$ cat src/hdl/w2s_pkg.sv
// ----------------------------------------------------------------------------
// World-to-screen projection package
// Shared types and constants for the projection block.
// ----------------------------------------------------------------------------
package w2s_pkg;

   localparam int unsigned DimWidth = 15;

   typedef enum logic [1:0] {
      FUNC_WR_PROJ = 2'd0,
      FUNC_WR_VIEW = 2'd1,
      FUNC_PROJECT = 2'd2,
      FUNC_NONE    = 2'd3
   } func_type;

   typedef enum logic {
      CSR_WIDTH  = 1'b0,
      CSR_HEIGHT = 1'b1
   } csr_index_type;

   typedef struct packed {
      logic [1:0]          func;
      logic [3:0]          elem_index;
      logic signed [31:0]  elem_value;
      logic signed [31:0]  point_x;
      logic signed [31:0]  point_y;
      logic signed [31:0]  point_z;
   } req_type;

   typedef struct packed {
      logic signed [31:0] screen_x;
      logic signed [31:0] screen_y;
      logic signed [31:0] depth;
   } rsp_type;

   typedef enum logic [3:0] {
      ST_IDLE,
      ST_MAT_RD,
      ST_MAT_ACC,
      ST_MAT_WB,
      ST_CLIP_RD,
      ST_CLIP_ACC,
      ST_CLIP_WB,
      ST_DIV_START,
      ST_DIV_WAIT,
      ST_SCR_X,
      ST_SCR_Y,
      ST_OUT
   } state_type;

   function automatic logic signed [31:0] sat32(input logic signed [67:0] v);
      logic signed [31:0] r;
      if (v > 68'sh0_0000_0000_7FFF_FFFF) r = 32'sh7FFF_FFFF;
      else if (v < -68'sh0_0000_0000_8000_0000) r = 32'sh8000_0000;
      else r = v[31:0];
      return r;
   endfunction

endpackage

$ cat src/hdl/w2s_div.sv
// ----------------------------------------------------------------------------
// Fixed-point divider
// Restoring divider, one quotient bit per cycle: (num << FRAC_BITS) / den,
// truncated toward zero and saturated to 32 signed bits. den is positive.
// ----------------------------------------------------------------------------
module w2s_div #(
   parameter int FRAC_BITS = 16
) (
   input  logic               clock,
   input  logic               reset,
   input  logic               start,
   input  logic signed [31:0] num,
   input  logic signed [31:0] den,
   output logic               done,
   output logic signed [31:0] quot
);
   localparam int NumWidth = 32 + FRAC_BITS;
   localparam int CntWidth = $clog2(NumWidth + 1);

   logic [NumWidth-1:0] dvd_ff, dvd_in;
   logic [NumWidth-1:0] quo_ff, quo_in;
   logic [32:0]         rem_ff, rem_in;
   logic [31:0]         den_ff, den_in;
   logic                neg_ff, neg_in;
   logic                busy_ff, busy_in;
   logic                done_ff, done_in;
   logic [CntWidth-1:0] cnt_ff, cnt_in;
   logic [32:0]         trial;
   logic [31:0]         mag;
   logic signed [NumWidth+1:0] sq;

   assign mag = num[31] ? 32'(-num) : num;
   assign trial = {rem_ff[31:0], dvd_ff[NumWidth-1]};

   always_comb begin
      dvd_in  = dvd_ff;
      quo_in  = quo_ff;
      rem_in  = rem_ff;
      den_in  = den_ff;
      neg_in  = neg_ff;
      busy_in = busy_ff;
      done_in = 1'b0;
      cnt_in  = cnt_ff;
      if (start) begin
         dvd_in  = {mag, {FRAC_BITS{1'b0}}};
         quo_in  = '0;
         rem_in  = '0;
         den_in  = den;
         neg_in  = num[31];
         busy_in = 1'b1;
         cnt_in  = CntWidth'(NumWidth);
      end else if (busy_ff) begin
         dvd_in = {dvd_ff[NumWidth-2:0], 1'b0};
         if (trial >= {1'b0, den_ff}) begin
            rem_in = trial - {1'b0, den_ff};
            quo_in = {quo_ff[NumWidth-2:0], 1'b1};
         end else begin
            rem_in = trial;
            quo_in = {quo_ff[NumWidth-2:0], 1'b0};
         end
         cnt_in = cnt_ff - 1'b1;
         if (cnt_ff == CntWidth'(1)) begin
            busy_in = 1'b0;
            done_in = 1'b1;
         end
      end
   end

   always_ff @(posedge clock) begin
      if (reset) begin
         busy_ff <= 1'b0;
         done_ff <= 1'b0;
      end else begin
         busy_ff <= busy_in;
         done_ff <= done_in;
      end
      dvd_ff <= dvd_in;
      quo_ff <= quo_in;
      rem_ff <= rem_in;
      den_ff <= den_in;
      neg_ff <= neg_in;
      cnt_ff <= cnt_in;
   end

   assign sq = neg_ff ? -$signed({2'b00, quo_ff}) : $signed({2'b00, quo_ff});
   assign quot = w2s_pkg::sat32(68'(sq));
   assign done = done_ff;

   always_ff @(posedge clock) begin
      if (!reset && done_ff) begin
         assert (!busy_ff) else $error("divider done while still busy");
      end
   end
   property p_start_busy;
      @(posedge clock) disable iff (reset) start |=> busy_ff;
   endproperty
   a_start_busy: assert property (p_start_busy) else $error("divider did not start");
   a_done_pulse: assert property (@(posedge clock) disable iff (reset)
      done_ff |=> !done_ff) else $error("done held for two cycles");

endmodule

$ cat config.mk
export PLATFORM = sky130hd
export DESIGN_NAME = w2s_div
export DESIGN_NICKNAME = d
export VERILOG_FILES = /design/src/hdl/w2s_pkg.sv /design/src/hdl/w2s_div.sv
export SDC_FILE = /design/constraint.sdc
export NUM_CORES = 1
export LEC_CHECK = 0
export BUFFER_PORTS_ARGS = -buffer_cell sky130_fd_sc_hd__buf_2
export CAP_MARGIN = 20
export CORE_MARGIN = 10
export CORE_UTILIZATION = 49
export DETAILED_ROUTE_END_ITERATION = 16
export GPL_TIMING_DRIVEN = 0
export MAX_ROUTING_LAYER = met4
export PLACE_DENSITY = 0.71
export SLEW_MARGIN = 5
export SYNTH_ARGS = -nofsm -noshare
export SYNTH_HDL_FRONTEND = slang
export SYNTH_SLANG_ARGS = --single-unit
$ cat constraint.sdc
create_clock -name clock -period 4.15 [get_ports clock]
set_input_delay 0.6225 -clock clock [delete_from_list [all_inputs] [get_ports clock]]
set_output_delay 0.6225 -clock clock [all_outputs]
set_load 0.05 [all_outputs]
; ---- Word-level counts from Yosys, hierarchy flattened
; Index checks and enable logic that the tools add are counted.
[classes]
addsub = 4
magnitude_cmp = 3
n_eq_ne = 1
muxes = 12
bitwise = 1
n_reduce_logical = 2
[ops]
columns = cell, n
row1 = $mux 32, 4
row2 = $mux 48, 2
row3 = $gt 50x32->1 const B, 1
row4 = $lt 50x32->1 const B, 1
row5 = $mux 50, 1
row6 = $neg 48->50, 1
row7 = $ge 33x32->1, 1
row8 = $neg 32->32, 1
row9 = $sub 32x32->32, 1
row10 = $eq 6x1->1 const B, 1
row11 = $sub 6x1->6 const B, 1
row12 = $mux 1, 5
row13 = $reduce_or 3->1, 1
row14 = $reduce_bool 2->1, 1
row15 = $not 1->1, 1
[totals]
ff_bits = 153
input_bits = 67
output_inout_bits = 33
wordCells = 31

; ---- Logic depth before layout (Yosys ltp)
; Gate-level depths: netlist of the first run.
[logic_depth]
word_depth = 5
mapped_depth = 14
mapped_depth_nobuf = 12

; ---- Worst setup path before layout of the first run
; Ideal clock, no wire load.
[synth_timing]
path_type = register to output
start = reg quo_ff[27]
end = out quot[0]
arrival_time_ns = 4.451
required_time_ns = 3.527
setup_slack_ns = -0.924
path_stages_with_launch = 12
n_path_buf = 2
path_cell_list = dfxtp_1 -> clkbuf_1 -> nor4_1 -> or2b_1 -> or4_1 -> o31ai_1 -> xor2_1 -> or4_1 -> nor4_2 -> nor2_1 -> clkbuf_1 -> o21ai_0
[synth_between]
elab_chain_cells = 5
word_cells_on_any_way = 6
cone_classes = 1 x add/sub / 2 x order compare / 3 x mux
[synth_rtl]
columns = item, line_no
row1 = "start, declared", w2s_div.sv:21  ; logic [NumWidth-1:0] quo_ff, quo_in;
row2 = "start signal, assigned", w2s_div.sv:78  ; quo_ff <= quo_in;
row3 = $neg 48->50, w2s_div.sv:85  ; assign sq = neg_ff ? -$signed({2'b00, quo_ff}) : $signed({2'b00, quo_ff});
row4 = $mux 50 *, w2s_div.sv:85
row5 = $lt 50x32->1, w2s_pkg.sv:54  ; else if (v < -68'sh0_0000_0000_8000_0000) r = 32'sh8000_0000;
row6 = $mux 32, w2s_pkg.sv:54
row7 = $mux 32 *, w2s_pkg.sv:53  ; if (v > 68'sh0_0000_0000_7FFF_FFFF) r = 32'sh7FFF_FFFF;
row8 = "end, declared", w2s_div.sv:15  ; output logic signed [31:0] quot
; Every way passes the cells marked *; elsewhere a longest branch is shown, timed or not.

; ---- Worst setup path in the final report of the first run
[layout_timing]
start = reg quo_ff[38]
end = out quot[19]
; The elaborated chain is that of the path after synthesis.

==> out/qor.yml, run 1 <==
maxSlewViolCount: 0
violations: "negative setup slack"
total_leakage_power_nw: 5.08
synth_warnings: 0
cts_hold_buffers: 0
drtAntennaViolNets: 0
overflow: 0
p_sw_share_pct: 34.7
crit_arrival_ns: 4.09
hpwl_um: 18500
worstSkewPairLatency_ns: 0.43
worst-setup-path-type: "register to primary output"
die_h_um: 161
drtIter0Drc: 749
cts_root_buf: "clkbuf_16"
cp.required_ns: 3.53
port_buffers: 99
synth.distinct_cells: 70
seq_power_share_pct: 33.4
crit_start: "quo_ff[38]"
place_congestion: 0.916
synth_area_sq_um: 9800
outcome: "finished, violations left"
avgViaCountPerCell: 5.84
cts_buffers: 17
hp-class: "primary input to register"
register_area_sq_um: 3730
htree_num_levels: 4
relSlewSlack_pct: 46.0
cts.clk_slew.worst_paths_ns: 0.06
die_w_um: 161
clock.fmax_mhz: 212
worstHoldEndpoint: "den_ff[9]"
numClockSinks: 153
cts_buffer_depth: 2
synth_ff_type: "dfxtp_1"
syn_avg_cell_area_sq_um: 8.63
grtUsageTotal_pct: 20.1
synth-edff-count: 65
fin_setup_tns_ns: -16.30
finalWorstSetupSlack_ns: -0.566
area_growth_pct: 26.9
fin_hold_ws_ns: 0.359
cp-start-kind: "register"
multi_input_area_sq_um: 6190
irDropWorstVdd_uv: 321
period_minus_slack_ns: 4.72
grt_pass1_vias: 8580
finalHoldViolations: 0
syn_inst: 1136
fill_cells: 1634
grt_pass1_wl_um: 42600
worst_pin_slew_ns: 0.810
power.switching_mw: 1.81
synth-seq-cells: 153
hold_depth: 1
drv_cap: 0
dieArea_sq_um: 26100
power_density_nw_per_um2: 418
cp-end-kind: "primary output"
cp_max_fo: 6
core_area_sq_um: 19600
vias: 9050
synthArstFlopShare_pct: 0
r2r-start: "rem_ff[5]"
wl_um: 27100
drive_gt1_share_pct: 21.2
synthesis.nets: 1240
drt-pass1-iter-count: 5
start_util_pct: 50.0
cts_tree: "done"
antenna_found_initial: 1
setup_viol: 31
r2r_end: "rem_ff[8]"
pwr-share-comb_pct: 35.9
final_nets: 1374
grt_max_degree: 35
rrSetupSlack_ns: 0.23
final_common_cell: "nor2_1"
placementRows: 51
p_int_mw: 3.39
post_drt_wl_per_cell_um: 17.5
hp-start: "den[9]"
final_cell_mix: "nor2_1, nand2_1, dfxtp_1, buf_2, xor2_1"
worst_clock_skew_ns: 0.00811
num_io_pins: 100
ys_seq_area_share_pct: 37.9
rsz0062_at_grt: "yes"
ff2ff_path_depth: 12
pwr-share-clk_pct: 30.6
drc_errors: 0
period_share_pct: 114
[flip-flops by register name (all words and copies together), names as in the netlist]
name,cells
busy_ff,1
cnt_ff,6
den_ff,32
done,1
dvd_ff,32
neg_ff,1
quo_ff,48
rem_ff,32
[critical path, stage by stage, from the launching register on]
cell	delay, ns
dfxtp_4	0.36
or4_4	0.52
or4_4	0.45
or2_4	0.27
o41ai_4	0.22
xnor2_1	0.16
buf_4	0.15
or4_4	0.49
o31ai_4	0.45
buf_6	0.19
clkbuf_16	0.16
o21ai_4	0.06
buf_6	0.16
[layout make-up]
type                    count  area share (%)
multi-input cells         858            49.8
flip-flops and latches    153            30.0
repair buffers            130            8.28
clock buffers              23            4.28
plain buffers              59            2.79
well taps                 265            2.67
inverters                  51            1.54
clock inverters             9           0.654
diodes                      1          0.0201
[per-layer routing]
layer | part of all wire (%) | track usage [%] | vias to the layer above
li1 | - | - | 4405
met1 | 45 | 27.1 | 4286
met2 | 47 | 30.4 | 324
met3 | 6.4 | 3.48 | 35
met4 | 1.4 | 5.50 | 0
met5 | 0 | - | -
[cells in the mapped netlist (5+ instances only)]
library cell | number | area [sq um]
a21oi_1 | 57 | 285
nand4b_1 | 5 | 43.8
or2_2 | 8 | 50.1
a211oi_1 | 14 | 105
buf_1 | 5 | 18.8
nand2b_1 | 13 | 81.3
nor4_1 | 15 | 93.8
a311oi_1 | 26 | 228
nand4_1 | 11 | 68.8
nand2_1 | 92 | 345
or4_1 | 16 | 120
nor3b_1 | 5 | 37.5
o41ai_1 | 13 | 114
nor2_1 | 152 | 571
nor2b_1 | 8 | 50.1
or3_1 | 15 | 93.8
o21ai_1 | 29 | 145
o21ai_0 | 46 | 230
edfxtp_1 | 65 | 1950
xor2_1 | 70 | 613
ha_1 | 36 | 450
dfxtp_1 | 88 | 1760
mux2i_1 | 53 | 531
and3_1 | 8 | 50.1
xnor2_1 | 17 | 149
o211ai_1 | 7 | 52.6
nor3_1 | 23 | 115
clkbuf_1 | 60 | 225
a31oi_1 | 5 | 31.3
nand3_1 | 18 | 90.1
a21o_1 | 12 | 90.1
o31ai_1 | 21 | 158
inv_1 | 51 | 191
[power groups by stage]
stage / Sequential (mW) / Combinational [mW] / Clock, mW
detailed placement: 1.77 / 1.54 / 0
CTS: 1.74 / 1.67 / 1.62
global placement: 1.76 / 1.53 / 0
floorplan: 1.75 / 1.21 / 0
global route: 1.75 / 2.00 / 1.68
finish: 1.74 / 1.87 / 1.59
[per-stage QoR]
step | worst slack (ns) | power [mW] | cell area (sq um) | instances | util, %
after global placement | -0.586 | 3.29 | 11000 | 1500 | 56.3
final | -0.566 | 5.20 | 12400 | 1549 | 63.5
after detailed placement | -0.631 | 3.31 | 11000 | 1500 | 56.3
after CTS | -0.513 | 5.02 | 12000 | 1542 | 61.5
after global routing | -0.718 | 5.43 | 12400 | 1549 | 63.5
after floorplan | -0.115 | 2.96 | 10200 | 1136 | -
[cell families (layout without fill, tap and decap cells)]
family                   Yosys count  after routing  share of synthesized area (%)
multiplexers                      54             54                           5.53
buffers and inverters            125            272                           5.18
AND/OR/NAND/NOR                  411            411                           20.5
other                              0              1                              0
flip-flops                       153            153                           37.9
XOR/XNOR                          87             87                           7.77
adder cells (fa/ha/maj)           37             37                           4.80
AO/OA/AOI/OAI                    269            269                           18.4
[worst max-delay path by stage]
stage,to,slack [ns],cells past startpoint
2_1_floorplan,quot[25],-0.11,10
3_3_place_gp,quot[30],-0.59,12
3_5_place_dp,quot[30],-0.63,12
4_1_cts,quot[8],-0.51,13
5_1_grt,quot[19],-0.72,14
6_report,quot[19],-0.57,12
[repair_timing]
action / in CTS / in global routing
setup endpoints to repair: 51 / 54
resized for setup: 78 / 76
hold endpoints to repair: 0 / 0
setup buffers: 13 / 14
cloned: 2 / 2
pin swaps: 20 / 15
Power figures use the tool's default switching activity.
==> inputs of run 2 (changes only) <==
--- a/config.mk
+++ b/config.mk
@@ -7,12 +7,11 @@
 export LEC_CHECK = 0
 export BUFFER_PORTS_ARGS = -buffer_cell sky130_fd_sc_hd__buf_2
 export CAP_MARGIN = 20
-export CORE_MARGIN = 10
 export CORE_UTILIZATION = 49
 export DETAILED_ROUTE_END_ITERATION = 16
 export GPL_TIMING_DRIVEN = 0
 export MAX_ROUTING_LAYER = met4
-export PLACE_DENSITY = 0.71
+export PLACE_DENSITY = 0.68
 export SLEW_MARGIN = 5
 export SYNTH_ARGS = -nofsm -noshare
 export SYNTH_HDL_FRONTEND = slang
==> constraint.sdc (replaced) <==
create_clock -name clock -period 5.8 [get_ports clock]
set_input_delay 0.87 -clock clock [delete_from_list [all_inputs] [get_ports clock]]
set_output_delay 0.87 -clock clock [all_outputs]
set_load 0.05 [all_outputs]
==> run 2 against run 1 <==
  * The run now ends clean
  * Register-to-register slack better by 0.79 ns
  * Clock skew hardly changed
  * Critical path type unchanged
  * Setup slack better by 0.77 ns
  * Global-route usage is 4.8 points higher
  * Highest routed layer unchanged
  * Combinational power is 46% lower
==> out/qor.yml, run 2 (synthesis gave the netlist of run 1 again) <==
fin_hold_ws_ns: 0.494
die_h_um: 143
cts.clk_slew.worst_paths_ns: 0.06
drive_gt1_share_pct: 12.8
clock.fmax_mhz: 179
cts_hold_buffers: 0
finalHoldViolations: 0
grt_pass1_vias: 7916
cp-end-kind: "primary output"
worst_pin_slew_ns: 0.996
port_buffers: 99
grtUsageTotal_pct: 24.9
ff2ff_path_depth: 13
largest_register_ffs: 48
final_common_cell: "nor2_1"
relSlewSlack_pct: 32.8
hpwl_um: 17700
die_w_um: 143
cp-start-kind: "register"
worst-setup-path-type: "register to primary output"
drtAntennaViolNets: 0
cp_max_fo: 10
hold_depth: 2
drv_cap: 0
numClockSinks: 153
avgViaCountPerCell: 5.70
met2WireLength_um: 10800
outcome: "finished clean"
period_minus_slack_ns: 5.59
grt_max_degree: 35
drt-pass1-iter-count: 5
irDropWorstVdd_uv: 205
hp-class: "register to register"
top_layer_used: "met4"
dr_wl_met3_um: 1260
start_util_pct: 50.2
cts_tree: "done"
htree_num_levels: 4
largest_register: "quo_ff"
setup_viol: 0
maxSlewViolCount: 0
final_core_util_pct: 57.9
cts_buffers: 17
worst_clock_skew_ns: 0.00808
antenna_found_initial: 1
post_drt_wl_per_cell_um: 15.8
worstSkewPairLatency_ns: 0.43
area_growth_pct: 15.4
drc_errors: 0
drtIter0Drc: 521
core_area_sq_um: 19500
power_density_nw_per_um2: 305
final_cell_mix: "nor2_1, buf_2, nand2_1, dfxtp_1, xor2_1"
overflow: 0
cts_root_buf: "clkbuf_16"
total_leakage_power_nw: 4.63
vias: 8742
wl_um: 24200
placementRows: 51
final_nets: 1360
crit_arrival_ns: 4.72
place_congestion: 0.925
wl_met1_um: 11800
grt_pass1_wl_um: 39000
cts_buffer_depth: 2
num_io_pins: 100
cp.required_ns: 4.93
dieArea_sq_um: 20600
period_share_pct: 96.4
run 2: stage by stage:
stage / setup TNS, ns / instance area, sq um / std cells / power, mW / worst slack (ns)
after floorplan: 0 / 9800 / 1136 / 2.02 / 0.479
after global placement: 0 / 10600 / 1500 / 2.25 / 0.393
after detailed placement: 0 / 10600 / 1500 / 2.26 / 0.446
after CTS: 0 / 11300 / 1532 / 3.47 / 0.00848
after global routing: -0.00919 / 11300 / 1535 / 3.60 / -0.00919
final: 0 / 11300 / 1535 / 3.45 / 0.209
run 2: per-layer routing:
metal | global-route usage, % | vias to the layer above
li1 | - | 4365
met2 | 38.5 | 256
met4 | 7.33 | 0
met5 | - | -
met3 | 4.10 | 30
met1 | 33.4 | 4091
run 2: power breakdown:
part | switching (mW) | leakage [nW] | internal [mW]
logic | 0.686 | 2.97 | 0.327
registers | 0.0381 | 1.35 | 1.20
clock network | 0.462 | 0.302 | 0.734
total | 1.19 | 4.63 | 2.26
run 2: worst max-delay path, cell delays in order, from the launching register on:
cell      delay, ns
dfxtp_1        0.30
clkbuf_1       0.19
nor4_2         0.55
nand2_1        0.21
or4_1          0.68
o31ai_1        0.32
xor2_1         0.13
or4_1          0.55
nor4_2         0.39
nor2_1         0.13
clkbuf_1       0.28
o21ai_0        0.26
buf_2          0.31
run 2: cell type report:
| type | count | area, sq um |
|---|---|---|
| Antenna cell | 1 | 2.50 |
| Buffer | 74 | 317 |
| Clock buffer | 18 | 439 |
| Clock inverter | 14 | 195 |
| Fill cell | 1817 | 8220 |
| Inverter | 51 | 191 |
| Multi-Input combinational cell | 858 | 5610 |
| Sequential cell | 153 | 3710 |
| Tap cell | 265 | 332 |
| Timing Repair Buffer | 101 | 510 |
run 2: timing repair:
action / in CTS / in global routing
endpoints found under the setup margin: 1 / 31
resized for setup: 1 / 3
pin swaps: 0 / 1
setup buffers: 0 / 2
run 2: final timing paths:
check              from         end  slack, ns
min          rem_ff[23]  rem_ff[23]       0.49
max           quo_ff[7]     quot[0]       0.21
max reg2reg   den_ff[1]  rem_ff[15]       1.02
min reg2reg  rem_ff[23]  rem_ff[23]       0.49
==> inputs of run 3 (changes only) <==
--- a/config.mk
+++ b/config.mk
@@ -7,11 +7,11 @@
 export LEC_CHECK = 0
 export BUFFER_PORTS_ARGS = -buffer_cell sky130_fd_sc_hd__buf_2
 export CAP_MARGIN = 20
-export CORE_UTILIZATION = 49
+export CORE_UTILIZATION = 56
 export DETAILED_ROUTE_END_ITERATION = 16
 export GPL_TIMING_DRIVEN = 0
 export MAX_ROUTING_LAYER = met4
-export PLACE_DENSITY = 0.68
+export PLACE_DENSITY = 0.76
 export SLEW_MARGIN = 5
 export SYNTH_ARGS = -nofsm -noshare
 export SYNTH_HDL_FRONTEND = slang
==> constraint.sdc (replaced) <==
create_clock -name clock -period 5.8 [get_ports clock]
set_input_delay 0.29 -clock clock [delete_from_list [all_inputs] [get_ports clock]]
set_output_delay 0.29 -clock clock [all_outputs]
set_load 0.05 [all_outputs]
==> run 3 against run 2 <==
  * Utilization up 6.8 points
  * Combinational power about the same
  * Wire length down 1.7%
  * Critical path type unchanged
  * Global-route usage up 3.0 points
  * Fmax up 5.8%
==> out/qor.yml, run 3 (synthesis gave the netlist of run 1 again) <==
die_h_um: 134
largest_register: "quo_ff"
worstPathBufferInverterCount: 3
cts_root_buf: "clkbuf_16"
global_route.usage.met2_pct: 42.2
total_leakage_power_nw: 4.56
power.switching_mw: 1.17
grt_pass1_wl_um: 39000
p_int_mw: 2.11
seq_power_share_pct: 37.8
cts_resized: 0
drive_gt1_share_pct: 12.2
pwr-share-clk_pct: 31.4
placementRows: 48
drv_cap: 0
period_minus_slack_ns: 5.29
crit_arrival_ns: 5.00
vias: 8804
dp_slack_ns: 1.04
wl_um: 23800
die_w_um: 134
final_cell_mix: "nor2_1, buf_2, nand2_1, dfxtp_1, xor2_1"
cts_hold_buffers: 0
crit_family: "simple AND/OR/NAND/NOR gates"
grt_use_met1_pct: 37.7
pwr-share-comb_pct: 30.7
slowest_delay_ns: 0.79
overflow: 0
place_area_sq_um: 10600
dieArea_sq_um: 18000
hp-class: "primary input to register"
outcome: "finished clean"
worstSkewPairLatency_ns: 0.43
fin_setup_tns_ns: 0
post_drt_wl_per_cell_um: 15.9
numClockSinks: 153
finalWorstSetupSlack_ns: 0.514
start_util_pct: 57.1
cts.clk_slew.worst_paths_ns: 0.06
irDropWorstVdd_uv: 249
drc_errors: 0
period_share_pct: 91.1
cp-end-kind: "primary output"
finalHoldViolations: 0
worst_pin_slew_ns: 1.03
p_sw_share_pct: 35.7
final_common_cell: "nor2_1"
largest_register_ffs: 48
postCtsSetupBuffers: 0
fill_cells: 1496
crit_chain: "clkbuf_1 -> nor4_1 -> or2b_1 -> or4_1 -> o31ai_1 -> xor2_1 -> or4_1 -> nor4_2 -> nor2_1 -> clkbuf_1 -> o21ai_0 -> buf_2"
drtAntennaViolNets: 0
worst_clock_skew_ns: 0.00770
cts_buffer_depth: 2
setup_viol: 0
antenna_found_initial: 1
final_nets: 1358
grt_pass1_vias: 7819
power_density_nw_per_um2: 295
place_congestion: 0.926
grtUsageTotal_pct: 27.9
avgViaCountPerCell: 5.90
cts_buffers: 17
worst-setup-path-type: "register to primary output"
cp.required_ns: 5.51
use_met3_pct: 5.03
relSlewSlack_pct: 30.4
core_area_sq_um: 17200
cts_tree: "done"
port_buffers: 99
drt-pass1-iter-count: 5
htree_num_levels: 4
clock.fmax_mhz: 189
maxSlewViolCount: 0
fin_area_sq_um: 11100
area_growth_pct: 13.4
grt_max_degree: 35
rsz0062_at_grt: "no"
hpwl_um: 17100
cp_slowest_cell: "nor4_1"
top_usage_layer: "met2"
cp-start-kind: "register"
cp_max_fo: 10
drtIter0Drc: 606
num_io_pins: 100
[run 3: path summary, 6_finish.rpt]
path | start | endpoint | slack, ns | cells past startpoint
worst max-delay path | quo_ff[27] | quot[0] | 0.51 | 12
worst min-delay path | reset | busy_ff | 0.02 | 2
worst max register to register | den_ff[1] | rem_ff[24] | 1.05 | 13
worst min register to register | cnt_ff[0] | cnt_ff[0] | 0.49 | 2
[run 3: cell type report]
cell class | instances | area [sq um] | share of cell area, %
antenna | 1 | 2.50 | 0.0225
buffer | 74 | 317 | 2.85
clock buffer | 18 | 429 | 3.86
clock inverter | 14 | 109 | 0.979
inverter | 51 | 191 | 1.72
multi-input combinational | 858 | 5580 | 50.2
sequential | 153 | 3710 | 33.4
tap | 225 | 282 | 2.53
timing repair buffer | 99 | 495 | 4.45
[run 3: through the flow]
| stage | hold slack [ns] | utilization, % | power (mW) | std cells |
|---|---|---|---|---|
| after CTS | 0.0110 | 64.7 | 3.29 | 1492 |
| after floorplan | 0.362 | - | 2.02 | 1136 |
| after detailed placement | 0.466 | 61.6 | 2.26 | 1460 |
| final | 0.0220 | 64.8 | 3.28 | 1493 |
| after global placement | 0.466 | 61.6 | 2.24 | 1460 |
| after global routing | 0.0176 | 64.8 | 3.43 | 1493 |
[run 3: power by group through the flow]
stage | sequential [mW] | clock, mW | combinational (mW)
after floorplan | 1.25 | 0 | 0.764
after global placement | 1.26 | 0 | 0.982
after detailed placement | 1.26 | 0 | 0.994
after CTS | 1.24 | 1.04 | 1.00
after global routing | 1.25 | 1.08 | 1.09
final | 1.24 | 1.03 | 1.01
[run 3: layer usage]
metal	vias to the layer above	wire, um
li1	4363	-
met1	4104	11300
met2	308	10600
met3	29	1560
met4	0	324
met5	-	0
